## config.mk

```make
export PLATFORM = sky130hd
export DESIGN_NAME = baro_queue
export DESIGN_NICKNAME = d
export VERILOG_FILES = /design/src/baro_pkg.sv /design/src/baro_queue.sv
export VERILOG_INCLUDE_DIRS = /design/src /design/src/src
export SDC_FILE = /design/constraint.sdc
export NUM_CORES = 1
export LEC_CHECK = 0
export BUFFER_PORTS_ARGS = -buffer_cell sky130_fd_sc_hd__buf_2
export CORE_MARGIN = 2
export CORE_UTILIZATION = 59
export CTS_BUF_LIST = sky130_fd_sc_hd__clkbuf_4
export DETAILED_ROUTE_END_ITERATION = 12
export PLACE_DENSITY_LB_ADDON = 0.08
export REMOVE_ABC_BUFFERS = 1
export SYNTH_ARGS = -nofsm -noshare
export SYNTH_HDL_FRONTEND = slang
export SYNTH_SLANG_ARGS = --single-unit
```

## constraint.sdc

```tcl
create_clock -name clk -period 2.63 [get_ports clk]
set_input_delay 0.263 -clock clk [delete_from_list [all_inputs] [get_ports clk]]
set_output_delay 0.263 -clock clk [all_outputs]
set_load 0.02 [all_outputs]
```

## src/assert_macros.svh

```systemverilog
// assertion macros for the barometer compensation rtl
// expects clk and rst_n in the scope of each use
`ifndef ASSERT_MACROS_SVH
`define ASSERT_MACROS_SVH

// property must hold at every clock edge out of reset
`define BARO_ASSERT(label, prop, msg) \
  label: assert property (@(posedge clk) disable iff (!rst_n) prop) else $error(msg);

// condition must never be true out of reset
`define BARO_NEVER(label, cond, msg) \
  label: assert property (@(posedge clk) disable iff (!rst_n) !(cond)) else $error(msg);

`endif

```

## src/baro_pkg.sv

```systemverilog
// shared types and constants for the barometer compensation block
// no dependencies
`timescale 1ns / 1ps
`default_nettype none

package baro_pkg;

  // queue between temperature front end and pressure back end
  localparam int QUEUE_DEPTH = 4;

  // fine temperature width
  localparam int TF_W = 24;
  // divider: quotient bits, divisor magnitude, dividend magnitude, partial remainder
  localparam int QW = 38;
  localparam int DW = 46;
  localparam int NW = 83;
  localparam int PW = DW + 1;

  // saturation limits of the pressure quotient (signed 38 bit)
  localparam logic [QW-1:0] QSAT_MAX = {1'b0, {(QW-1){1'b1}}};
  localparam logic [QW-1:0] QSAT_MIN = {1'b1, {(QW-1){1'b0}}};

  // configuration register indexes
  typedef enum logic [1:0] {
    REG_TEMP  = 2'd0,
    REG_PLOW  = 2'd1,
    REG_PHIGH = 2'd2,
    REG_P9    = 2'd3
  } cfg_idx_t;

  // calibration coefficients, t1 and p1 unsigned, the rest two's complement
  typedef struct packed {
    logic [15:0] t1;
    logic [15:0] t2;
    logic [15:0] t3;
    logic [15:0] p1;
    logic [15:0] p2;
    logic [15:0] p3;
    logic [15:0] p4;
    logic [15:0] p5;
    logic [15:0] p6;
    logic [15:0] p7;
    logic [15:0] p8;
    logic [15:0] p9;
  } coef_t;

  // queue entry: front end result plus raw pressure
  typedef struct packed {
    logic [TF_W-1:0] tfine;
    logic [15:0]     temp;
    logic [19:0]     rp;
  } qent_t;

  // sideband carried along the divider
  typedef struct packed {
    logic [15:0] temp;
    logic        dz;
    logic        neg;
  } dside_t;

endpackage

`default_nettype wire

```

## src/baro_queue.sv

```systemverilog
// short fifo between the front end and the pressure back end
// depends on baro_pkg and assert_macros.svh
`timescale 1ns / 1ps
`default_nettype none

`include "assert_macros.svh"

module baro_queue #(
  parameter int DEPTH = baro_pkg::QUEUE_DEPTH
) (
  input  logic            clk,
  input  logic            rst_n,
  input  logic            push,
  input  baro_pkg::qent_t din,
  output logic            full,
  input  logic            pop,
  output baro_pkg::qent_t dout,
  output logic            empty
);

  localparam int AW = (DEPTH > 1) ? $clog2(DEPTH) : 1;
  localparam int CW = $clog2(DEPTH + 1);

  baro_pkg::qent_t mem [DEPTH];
  logic [AW-1:0] wp_r, rp_r;
  logic [CW-1:0] count_r;

  assign full  = (count_r == CW'(DEPTH));
  assign empty = (count_r == '0);
  assign dout  = mem[rp_r];

  // storage
  always_ff @(posedge clk) begin
    if (push) begin
      mem[wp_r] <= din;
    end
  end

  // pointers and fill count
  always_ff @(posedge clk) begin
    if (!rst_n) begin
      wp_r    <= '0;
      rp_r    <= '0;
      count_r <= '0;
    end else begin
      if (push) begin
        wp_r <= (wp_r == AW'(DEPTH - 1)) ? '0 : wp_r + 1'b1;
      end
      if (pop) begin
        rp_r <= (rp_r == AW'(DEPTH - 1)) ? '0 : rp_r + 1'b1;
      end
      if (push && !pop) begin
        count_r <= count_r + 1'b1;
      end else if (pop && !push) begin
        count_r <= count_r - 1'b1;
      end
    end
  end

  `BARO_NEVER(a_push_full, push && full, "word pushed into full queue")
  `BARO_NEVER(a_pop_empty, pop && empty, "word popped from empty queue")
  `BARO_ASSERT(a_count_up, (push && !pop) |=> (count_r == $past(count_r) + 1'b1), "count lost")

endmodule

`default_nettype wire

```

Yosys cells after proc, flatten, opt, wreduce, memory -nomap -nowiden
Memories as Yosys holds them, arrays and structs flattened. A register that Yosys moved wholly into a read port is not among the register bits.
Index checks and enable logic that the tools add are counted.
{"block": "totals", "ramBits": 240, "input_bits": 64, "out_inout_bits": 62, "n_memories": 1, "wordCells": 25, "reg_bits": 7}
{"block": "classes", "reduce_logical": 6, "add_sub_neg": 4, "n_eq_ne": 3, "n_mux": 8}
{"name": "mem", "words": 4, "word_bits": 60, "read_ports": 1, "rd_ports_with_merged_regs": 1, "write_ports": 1, "line": "baro_queue.sv:24", "text": "baro_pkg::qent_t mem [DEPTH];"}
{"cell": "2-bit 2-to-1 mux", "n": 4}
{"cell": "3-bit 2-to-1 mux", "n": 2}
{"cell": "2-bit by 1-bit adder with 2-bit output (second input constant)", "n": 2}
{"cell": "2-bit equality test (second input constant)", "n": 2}
{"cell": "3-bit by 1-bit adder with 3-bit output (second input constant)", "n": 1}
{"cell": "3-bit equality test (second input constant)", "n": 1}
{"cell": "3-bit zero test", "n": 1}
{"cell": "3-bit by 1-bit subtractor with 3-bit output (second input constant)", "n": 1}
{"cell": "1-bit logical AND", "n": 2}
{"cell": "1-bit zero test", "n": 2}
{"cell": "1-bit 2-to-1 mux", "n": 2}
{"cell": "2-bit nonzero test", "n": 1}

Logic depth before layout (Yosys ltp)
{"block": "depth", "ltp_word": 4, "depth_mapped": 7, "depth_no_buf": 7}

Worst setup path after synthesis
OpenSTA, ideal clock, no wires.
{"block": "synth_timing", "kind": "reg2reg", "from": "register wp_r[0]", "to": "memory mem[3][0] in the netlist's numbering, enable pin", "path_slack_ps": 241, "period_less_slack_ps": 2389, "path_stages_with_launch": 3, "t_arrival_ps": 1965, "setup_ps": 424, "path_buffers": 0, "required_ps": 2206, "cell_sequence": "dfxtp_1 > ha_1 > and2_1"}
{"element": "from (decl)", "line": "baro_queue.sv:25", "text": "logic [AW-1:0] wp_r, rp_r;"}
{"element": "from (signal assigned)", "line": "baro_queue.sv:47", "text": "wp_r <= (wp_r == AW'(DEPTH - 1)) ? '0 : wp_r + 1'b1;"}
{"element": "to (decl)", "line": "baro_queue.sv:24"}
Straight into the memory's write port.

==> impl_metrics.py <==
metrics = {
    "status": {
        "status": "complete, no violations",
    },
    "global_route": {
        "grt_pass1_vias": 5025,
        "grt_max_degree": 42,
        "grt_usage": 0.208,
        "grt_pass1_wl_mm": 25.7,
        "antenna_found_initial": 1,
        "grt_overflow": 0,
    },
    "setup_path": {
        "crit_family": "flip-flops",
        "crit_chain": "buf_12 > mux4_2 > buf_2",
        "cpPeakStageDelay_ps": 570,
        "critPathBufInv": 2,
        "cp_slowest_cell": "dfxtp_4",
        "rrSetupSlack_ps": 950,
        "crit_type": "flop to primary output",
        "crit_fanout": 12,
        "rr_worst_depth": 4,
        "end_kind": "primary output",
        "startpoint_type": "flop",
        "reg2reg_to": "mem[2][14]",
        "rr_startpoint": "wp_r[0]",
        "arrival_ps": 2150,
        "required_ps": 2370,
    },
    "timing": {
        "finalClockSkew_ps": 12.3,
        "hold_viol": 0,
        "fin_crit_sh": 0.916,
        "worst_pin_slew_ps": 513,
        "rsz0062_at_grt": "no",
        "drv_slew": 0,
        "max_freq_ghz": 0.415,
        "setup_slack_ps": 220,
        "slew_headroom": 0.658,
        "timing.final.crit_period_ps": 2410,
        "finalSetupViolations": 0,
    },
    "clock_network": {
        "cts_tree": "built",
        "cts_resized": 0,
        "cts_max_path_buffers": 3,
        "cts-buffers-inserted": 60,
        "clock_latency_ps": 630,
        "cts-root-buf": "clkbuf_4",
        "clk_pin_slew_ps": 70,
        "cts_max_level": 2,
        "cts.sinks": 249,
    },
    "worst_hold_path": {
        "worstHoldStart": "din[20]",
        "hp-class": "input port to flop",
        "holdPathStages": 2,
        "hold_path_end": "mem[0][20]",
    },
    "final_layout": {
        "final_common_cell": "edfxtp_1",
        "final_cell_mix": "edfxtp_1 (240), buf_2 (125), clkbuf_4 (92)",
        "area_growth_pct": 25.1,
        "nets": 676,
        "layout-drive-gt1-share": 0.452,
    },
    "floorplanning": {
        "coreArea_sq_um": 15200,
        "die_w_um": 129,
        "chipHeight_um": 129,
        "die_area_sq_um": 16600,
        "rows": 45,
        "num_io_pins": 126,
        "initial_core_util": 0.604,
    },
    "drt": {
        "wl_per_cell_um": 19.4,
        "drtAntennaViolNets": 0,
        "wirelength_mm": 16.3,
        "drt_iter0_markers": 263,
        "drcViolationCount": 0,
        "vias_per_cell": 5.46,
        "drt_first_pass_iters": 4,
        "vias": 4595,
    },
    "place": {
        "dp_hpwl_mm": 9.20,
        "portBuffers": 125,
        "gp_congestion": 0.664,
        "dp_slack_ps": 691,
    },
    "synthesis": {
        "synth_area_leaders": "edfxtp_1 (78%), mux4_2 (15%), dfxtp_1 (2.0%)",
        "syn-cell-area_sq_um": 9180,
        "synthCells": 358,
        "ys_seq_area_frac": 0.805,
        "synth_seq_cells": 249,
        "synth_top_cell_area_share": 0.785,
        "yosysTopAreaCell": "edfxtp_1",
        "yosysWarningCount": 0,
        "synth_cell_types": 22,
        "syn_avg_cell_area_sq_um": 25.6,
    },
    "flow_run": {
        "maxCapViolCount": 0,
    },
    "power": {
        "power_density_nw_per_um2": 739,
        "power_uw": 8490,
        "vdd_drop_max_mv": 0.518,
        "p_leak_uw": 0.00405,
    },
}
-- through the flow --
stage	setup TNS [ps]	cells	utilization	instance area, sq um	hold WS [ps]
3_3_place_gp	0	666	0.662	10100	472
2_1_floorplan	-55580	344	-	9020	362
6_report	0	842	0.756	11500	372
5_1_grt	0	842	0.756	11500	338
4_1_cts	0	840	0.755	11500	309
3_5_place_dp	0	666	0.662	10100	482
-- how the worst max path moves through the flow --
stage                     cells after the start  endpoint
after floorplan                               1   dout[0]
after global placement                        3  dout[55]
after detailed placement                      3  dout[55]
after CTS                                     3  dout[55]
after global routing                          3  dout[31]
final                                         3  dout[31]
-- layer usage --
metal	vias up	track usage	part of all wire
met5	-	0	0
met4	0	0.0793	0.015
met3	21	0.0491	0.044
met2	125	0.354	0.52
met1	2368	0.265	0.42
li1	2081	-	-
-- power by group --
part | switching (uW) | leakage [uW] | total, uW | internal, uW
Combinational | 494 | 0.00132 | 920 | 426
Clock | 1380 | 0.000455 | 2960 | 1590
Sequential | 70.7 | 0.00228 | 4610 | 4540
Total | 1940 | 0.00405 | 8490 | 6550
-- synthesized netlist by cell type (all sizes together) --
| master | n |
|---|---|
| nor3b | 1 |
| o21ai | 1 |
| fa | 1 |
| edfxtp | 240 |
| ha | 6 |
| o21a | 1 |
| buf | 14 |
| nor2 | 1 |
| xor2 | 1 |
| nor2b | 5 |
| xnor2 | 1 |
| inv | 4 |
| and2 | 5 |
| a21boi | 1 |
| dfxtp | 9 |
| mux2i | 4 |
| mux4 | 60 |
| nor3 | 2 |
| or3 | 1 |
-- flip-flops by register name (all words and copies together), names as in the netlist, named ones only --
| signal | count |
|---|---|
| rp_r | 2 |
| wp_r | 2 |
| count_r | 3 |
| mem | 240 |
-- layout make-up --
cell class,count,area [sq um]
multi-input combinational,91,1620
fill,909,3710
timing repair buffer,199,1460
clock inverter,17,63.8
antenna,2,5.00
sequential,249,7390
tap,188,235
inverter,4,15.0
clock buffer,92,691
-- cells by family after synthesis --
logic type	Yosys count	share of synthesized area
compound gates	3	0.00218
xor+xnor	2	0.00191
fa+ha+maj	7	0.0104
buf+inv	18	0.0196
flops	249	0.805
mux	64	0.152
simple gates	15	0.00981
-- what timing repair did --
action / CTS / global route
hold endpoints to repair: 249 / 0
setup endpoints to repair: 35 / 0
buffers inserted: 1 / 0
hold buffers: 64 / 0
Power figures use the tool's default switching activity.
