--- config.mk ---
export PLATFORM = sky130hd
export DESIGN_NAME = baro_front
export DESIGN_NICKNAME = d
export VERILOG_FILES = /design/src/assert_macros.svh /design/src/baro_pkg.sv /design/src/baro_front.sv
export SDC_FILE = /design/constraint.sdc
export NUM_CORES = 2
export LEC_CHECK = 0
export ABC_AREA = 1
export ABC_CLOCK_PERIOD_IN_PS = 7700
export BUFFER_PORTS_ARGS = -buffer_cell sky130_fd_sc_hd__buf_2
export CAP_MARGIN = 30
export CORE_MARGIN = 2
export CORE_UTILIZATION = 58
export DETAILED_ROUTE_END_ITERATION = 16
export PLACE_DENSITY = 0.87
export SLEW_MARGIN = 20
export SYNTH_ARGS = -nofsm -noshare
export SYNTH_HDL_FRONTEND = slang
export SYNTH_SLANG_ARGS = --single-unit
--- constraint.sdc ---
create_clock -name clk -period 7.7 [get_ports clk]
set_input_delay 1.54 -clock clk [delete_from_list [all_inputs] [get_ports clk]]
set_output_delay 1.54 -clock clk [all_outputs]
set_load 0.03 [all_outputs]
--- src/assert_macros.svh ---
// assertion macros for the barometer compensation rtl
// expects clk and rst_n in the scope of each use
`ifndef ASSERT_MACROS_SVH
`define ASSERT_MACROS_SVH

// property must hold at every clock edge out of reset
`define BARO_ASSERT(label, prop, msg) \
  label: assert property (@(posedge clk) disable iff (!rst_n) prop) else $error(msg);

// condition must never be true out of reset
`define BARO_NEVER(label, cond, msg) \
  label: assert property (@(posedge clk) disable iff (!rst_n) !(cond)) else $error(msg);

`endif

--- src/baro_pkg.sv ---
// shared types and constants for the barometer compensation block
// no dependencies
`timescale 1ns / 1ps
`default_nettype none

package baro_pkg;

  // queue between temperature front end and pressure back end
  localparam int QUEUE_DEPTH = 4;

  // fine temperature width
  localparam int TF_W = 24;
  // divider: quotient bits, divisor magnitude, dividend magnitude, partial remainder
  localparam int QW = 38;
  localparam int DW = 46;
  localparam int NW = 83;
  localparam int PW = DW + 1;

  // saturation limits of the pressure quotient (signed 38 bit)
  localparam logic [QW-1:0] QSAT_MAX = {1'b0, {(QW-1){1'b1}}};
  localparam logic [QW-1:0] QSAT_MIN = {1'b1, {(QW-1){1'b0}}};

  // configuration register indexes
  typedef enum logic [1:0] {
    REG_TEMP  = 2'd0,
    REG_PLOW  = 2'd1,
    REG_PHIGH = 2'd2,
    REG_P9    = 2'd3
  } cfg_idx_t;

  // calibration coefficients, t1 and p1 unsigned, the rest two's complement
  typedef struct packed {
    logic [15:0] t1;
    logic [15:0] t2;
    logic [15:0] t3;
    logic [15:0] p1;
    logic [15:0] p2;
    logic [15:0] p3;
    logic [15:0] p4;
    logic [15:0] p5;
    logic [15:0] p6;
    logic [15:0] p7;
    logic [15:0] p8;
    logic [15:0] p9;
  } coef_t;

  // queue entry: front end result plus raw pressure
  typedef struct packed {
    logic [TF_W-1:0] tfine;
    logic [15:0]     temp;
    logic [19:0]     rp;
  } qent_t;

  // sideband carried along the divider
  typedef struct packed {
    logic [15:0] temp;
    logic        dz;
    logic        neg;
  } dside_t;

endpackage

`default_nettype wire

--- src/baro_front.sv ---
// front end: accepts raw words, computes fine temperature and saturated temperature
// depends on baro_pkg
`timescale 1ns / 1ps
`default_nettype none

module baro_front (
  input  logic              clk,
  input  logic              rst_n,
  input  logic              in_valid,
  output logic              in_ready,
  input  logic [19:0]       in_raw_temperature,
  input  logic [19:0]       in_raw_pressure,
  input  baro_pkg::coef_t   coef,
  input  logic              q_full,
  output logic              q_push,
  output baro_pkg::qent_t   q_data
);

  logic fe;
  logic v1_r, v2_r, v3_r;
  logic [19:0] rp1_r, rp2_r;
  logic signed [33:0] m1_r, dd_r;
  logic signed [22:0] tv1_r;
  logic signed [37:0] m2_r;
  baro_pkg::qent_t ent_r;

  logic signed [17:0] a1;
  logic signed [16:0] dt;
  logic signed [33:0] m1, dd;
  logic signed [21:0] ddh;
  logic signed [37:0] m2;
  logic signed [baro_pkg::TF_W-1:0] tfine;
  logic signed [26:0] t5;
  logic signed [18:0] tt;
  logic signed [15:0] tsat;

  // pipeline advances unless the last stage is blocked by a full queue
  assign fe       = !v3_r || !q_full;
  assign in_ready = fe;
  assign q_push   = v3_r && !q_full;
  assign q_data   = ent_r;

  // stage 1 products
  assign a1 = $signed({1'b0, in_raw_temperature[19:3]}) - $signed({1'b0, coef.t1, 1'b0});
  assign m1 = a1 * $signed(coef.t2);
  assign dt = $signed({1'b0, in_raw_temperature[19:4]}) - $signed({1'b0, coef.t1});
  assign dd = dt * dt;

  // stage 2 second order term
  assign ddh = $signed(dd_r[33:12]);
  assign m2  = ddh * $signed(coef.t3);

  // stage 3 fine temperature and centi-degree result
  assign tfine = $signed({tv1_r[22], tv1_r}) + $signed(m2_r[37:14]);
  assign t5 = ($signed({{3{tfine[23]}}, tfine}) <<< 2) + $signed({{3{tfine[23]}}, tfine})
              + 27'sd128;
  assign tt = $signed(t5[26:8]);

  always_comb begin
    if (tt > 19'sd32767) begin
      tsat = 16'sh7fff;
    end else if (tt < -19'sd32768) begin
      tsat = 16'sh8000;
    end else begin
      tsat = $signed(tt[15:0]);
    end
  end

  // stage valids
  always_ff @(posedge clk) begin
    if (!rst_n) begin
      v1_r <= 1'b0;
      v2_r <= 1'b0;
      v3_r <= 1'b0;
    end else if (fe) begin
      v1_r <= in_valid;
      v2_r <= v1_r;
      v3_r <= v2_r;
    end
  end

  // stage payloads
  always_ff @(posedge clk) begin
    if (fe) begin
      rp1_r       <= in_raw_pressure;
      m1_r        <= m1;
      dd_r        <= dd;
      rp2_r       <= rp1_r;
      tv1_r       <= m1_r[33:11];
      m2_r        <= m2;
      ent_r.tfine <= tfine;
      ent_r.temp  <= tsat;
      ent_r.rp    <= rp2_r;
    end
  end

endmodule

`default_nettype wire

* Yosys cells after proc, flatten, opt, wreduce, memory -nomap -nowiden
Index checks and enable logic that the tools add are counted.
** Cells by class
- Reduce and logical (&&, ||, !) cells :: 4
- Multiplexer cells :: 1
- Order comparisons :: 2
- $add $sub $neg :: 5
- Multiply operators :: 3
** Operators with widths (count)
- 22-bit by 16-bit multiplier with 38-bit output :: 1
- 17-bit by 17-bit multiplier with 34-bit output :: 1
- 18-bit by 16-bit multiplier with 34-bit output :: 1
- 26-bit by 24-bit adder with 27-bit output :: 1
- 27-bit by 9-bit adder with 27-bit output (second input constant) :: 1
- 23-bit by 24-bit adder with 24-bit output :: 1
- 19-bit by 16-bit greater-than comparator with 1-bit output (second input constant) :: 1
- 19-bit by 16-bit less-than comparator with 1-bit output (second input constant) :: 1
- 17-bit by 17-bit subtractor with 18-bit output :: 1
- 16-bit by 16-bit subtractor with 17-bit output :: 1
- 16-bit 2-to-1 mux :: 1
- 1-bit logical NOT :: 2
- 1-bit logical AND :: 1
- 1-bit logical OR :: 1
** Word-level totals
- Logic and storage cells :: 27
- Output and inout port bits :: 62
- Register bits :: 232
- Input bits :: 236

* Longest topological paths before layout
- Depth in word-level cells :: 5
- Gate-level depth with buffers :: 37
- Mapped depth without buffers :: 37

* Least setup slack after synthesis
Ideal clock, no wire load.
- Path kind :: input-to-reg
- Start :: input in_raw_temperature[4]
- End :: register dd_r[29] (data pin)
- Slack :: -0.390 ns
- Buffers on the path :: 1
- Arrival time :: 7.832 ns
- Required time :: 7.442 ns
- Setup time :: 0.258 ns
- Stages on the path :: 28
- Cells stage by stage :: inv_1 ha_1 fa_1 inv_1 nand3_1 nand2_1 nand2_1 nand2_1 nand2_1 nand2_1 clkbuf_1 nor2_1 fa_1 fa_1 fa_1 fa_1 fa_1 inv_1 fa_1 inv_1 ha_1 nand2_1 nand2_1 a31oi_1 a21boi_0 nand3_1 a21oi_1 xnor2_1
** On the way
- Cells in the longest elaborated chain, start to end :: 2
** RTL lines
- start, declared :: RTL line baro_front.sv:11 : input logic [19:0] in_raw_temperature,
- 16-bit by 16-bit subtractor with 17-bit output :: RTL line baro_front.sv:46 : assign dt = $signed({1'b0, in_raw_temperature[19:4]}) - $signed({1'b0, coef.t1});
- 17-bit by 17-bit multiplier with 34-bit output :: RTL line baro_front.sv:47 : assign dd = dt * dt;
- named net dd[29] :: RTL line baro_front.sv:29 : logic signed [33:0] m1, dd;
- end signal, assigned :: RTL line baro_front.sv:87 : dd_r <= dd;
- end, declared :: RTL line baro_front.sv:22 : logic signed [33:0] m1_r, dd_r;
The timed path passes the listed nets, and every way through them passes these cells.
A chain may end at the register's enable or synchronous reset.

* Worst setup path in the final report
- Start :: input in_raw_temperature[12]
- End :: register m1_r[28] (data pin)
** On the way
- Cells in the longest elaborated chain, start to end :: 2
** RTL lines
- 17-bit by 17-bit subtractor with 18-bit output :: RTL line baro_front.sv:44 : assign a1 = $signed({1'b0, in_raw_temperature[19:3]}) - $signed({1'b0, coef.t1, 1'b0});
- 18-bit by 16-bit multiplier with 34-bit output :: RTL line baro_front.sv:45 : assign m1 = a1 * $signed(coef.t2);
- named net m1[28] :: RTL line baro_front.sv:29
- end signal, assigned :: RTL line baro_front.sv:86 : m1_r <= m1;
- end, declared :: RTL line baro_front.sv:22
The timed path passes the listed nets, and every way through them passes these cells.

==> metrics.txt <==
outcome finished, violations left; failing checks negative setup slack; Critical path origin in_raw_temperature[12]; reg2reg end m2_r[36]; FILL cells 5165; ys flop type edfxtp_1; maximum buffer depth of the clock tree 2; critical path data arrival time 7980 ps; Crit path top cell by count fa_1; unrepaired setup endpoints after global routing yes; gr ovfl total 0; min Tclk post-route 7765 ps; die width 279.4 um; number of synthesized register bits 195; Layout Cell Area excl Fill 51450 sq um; Initial Util between 50% and 60%; R2R setup slack 1040 ps; Synth area leaders fa_1 41%, edfxtp_1 13%, inv_1 12%; crit path capture m1_r[28]; number of H-tree levels 4; top-count cell post-synth inv_1; DP HPWL 96110 um; Placed Area between 40000 and 50000 sq um; nets between 7000 and 8000; crit-path max cell delay 570 ps; Syn Area/Cell 8.509 sq um; worst-path fanout max 7; Core Area 74820 sq um; Overall Global Routing Usage 30.32%; final period utilization 100.8%; FFs w/ async S/R, synth 0%; pin count of the biggest net entering global routing 73; reg2reg path depth 18; share of cells above drive strength 1 18.57%; relative slew slack 41.28%; First-pass DRT Iterations 6; Mapped Cells 5171; setup ws final -64.61 ps; Setup Crit Path Kind input port to flip-flop; Skew-Pair Late Insertion Delay around 470 ps; Root Buffer clkbuf_16; chip height 279.4 um; worst hold path type flip-flop to flip-flop; Syn. warnings 0; Syn Nets 6648; vias per cell 5.551; Placer Congestion 0.9791; Synth top cells by count 1392 x inv_1, 1093 x nand2_1, 901 x fa_1, 391 x nor2_1, 340 x ha_1; Layout area overhead 16.92%; fmax 128.8 MHz; post-synth top area share 40.99%; routed wire length 123400 um; Routed wire per std cell 18.62 um; number of global-route vias before repair 38780; Worst setup SP type input port; crit end category flip-flop; cell taking the most area after synthesis fa_1; clock sink count 195; first-pass GRT wire length 188600 um; Slowest cell on crit path fa_1; Critical Path RT around 7900 ps; Port Buf Inserts 150; TritonCTS Buffers 17; synthesized area 44000 sq um; Top Ports 298; initial antenna violation count 2; Post-synth EDFFs about 190; register area share after synthesis 13.24%; unique cell type count in the Yosys netlist 54; DRC viols 0; Clock Skew 19.65 ps; setup violators final 8; via count 36800; register clock-pin slew on the reported worst setup and hold paths roughly 90 ps; Final Hold Viols 0; Iteration-0 DRC Markers 3186; Critical R2R Launch dd_r[33]; Final Max Slew Viols 0; Die ar. 78080 sq um; worst slew pin tran between 800 and 900 ps; CTS tree done; row count 100; number of nets still failing antenna checks after routing 0; Max Cap Viol 0
## kinds of logic (layout without fill, tap and decap cells)
group,count (synthesis),count (layout),share of synthesized area (%)
XOR/XNOR,112,112,2.229
AND/OR/NAND/NOR,1732,1732,16.00
AO/OA/AOI/OAI,355,355,4.604
other,0,1,0
adder cells (fa/ha/maj),1241,1241,50.66
flip-flops,195,195,13.24
buffers and inverters,1536,2025,13.27
## metrics by stage
| step | setup WS [ps] | setup TNS, ps | hold slack (ps) | utilization [%] | std cells |
|---|---|---|---|---|---|
| 3_3_place_gp | -499.3 | -15810 | 400.5 | 64.99 | 6560 |
| 5_1_grt | -227.4 | -4083 | 426.4 | 68.76 | 6630 |
| 4_1_cts | -30.33 | -45.07 | 419.7 | 66.03 | 6593 |
| 6_report | -64.61 | -195.5 | 422.9 | 68.76 | 6630 |
| 3_5_place_dp | -672.9 | -20680 | 404.5 | 65.03 | 6561 |
| 2_1_floorplan | -0.4752 | -0.4752 | 400.3 | - | 5171 |
## worst min path at each step
stage               slack, ps      start  cells after the start         end
floorplan                 400   rp2_r[0]                      0   q_data[0]
finish                    420  rp2_r[10]                      0  q_data[10]
global route              430  rp2_r[18]                      0  q_data[18]
detailed placement        400  rp1_r[12]                      0   rp2_r[12]
CTS                       420  rp2_r[15]                      0  q_data[15]
global placement          400   rp1_r[7]                      0    rp2_r[7]
## metal layers
| metal | wire length (um) | vias up | track usage, % |
|---|---|---|---|
| met4 | 7845 | 2 | 13.88 |
| met1 | 44000 | 17890 | 37.06 |
| li1 | - | 16160 | - |
| met2 | 61460 | 2086 | 53.53 |
| met3 | 10110 | 654 | 4.103 |
| met5 | 17 | - | 0 |
## sequential cells by signal (all words and copies together), names as in the netlist
name	flops
v1_r	1
m2_r	24
q_data	60
rp1_r	20
rp2_r	20
tv1_r	23
v2_r	1
m1_r	23
v3_r	1
dd_r	22
## critical path: cells and delay by family
family	cells	cell delay, ps
adder cells (fa/ha/maj)	8	3610
AND/OR/NAND/NOR	7	910
XOR/XNOR	1	170
AO/OA/AOI/OAI	6	1100
buffers and inverters	7	660
## timing repair
item                       CTS  global route
hold buffers                 0             0
cloned                       0             2
gates resized for setup     33           419
pin swaps                    8           154
buffers inserted             0            34
setup endpoints to repair   21            43
## layout make-up
class                           count  area, sq um  area share [%]
Clock inverter                     15        231.5          0.4499
Timing Repair Buffer              583         4387           8.526
Clock buffer                       17        425.4          0.8269
Multi-Input combinational cell   3440        34040           66.17
Inverter                         1410         5321           10.34
Tap cell                          969         1212           2.357
Antenna cell                        1        2.502        0.004864
Sequential cell                   195         5826           11.32
## cell usage in the layout (no fill, tap or decap), types with 28 or more instances in the layout
cell | netlist | final
buf_4 | 1 | 391
inv_2 | 15 | 53
fa_2 | 0 | 28
a21oi_1 | 167 | 117
xor2_1 | 80 | 75
fa_1 | 901 | 873
a21o_1 | 30 | 30
nand3_1 | 96 | 86
ha_1 | 340 | 294
nand2_2 | 39 | 82
buf_2 | 26 | 148
a21oi_2 | 2 | 42
nor2_1 | 391 | 330
o21ai_0 | 78 | 55
inv_1 | 1392 | 1349
nand2_1 | 1093 | 1039
edfxtp_1 | 192 | 192
xnor2_1 | 32 | 32
ha_4 | 0 | 45
nor2_2 | 2 | 46
Power is not shown: default switching activity piles up to over one toggle a cycle in this logic, so the estimate is an artifact.
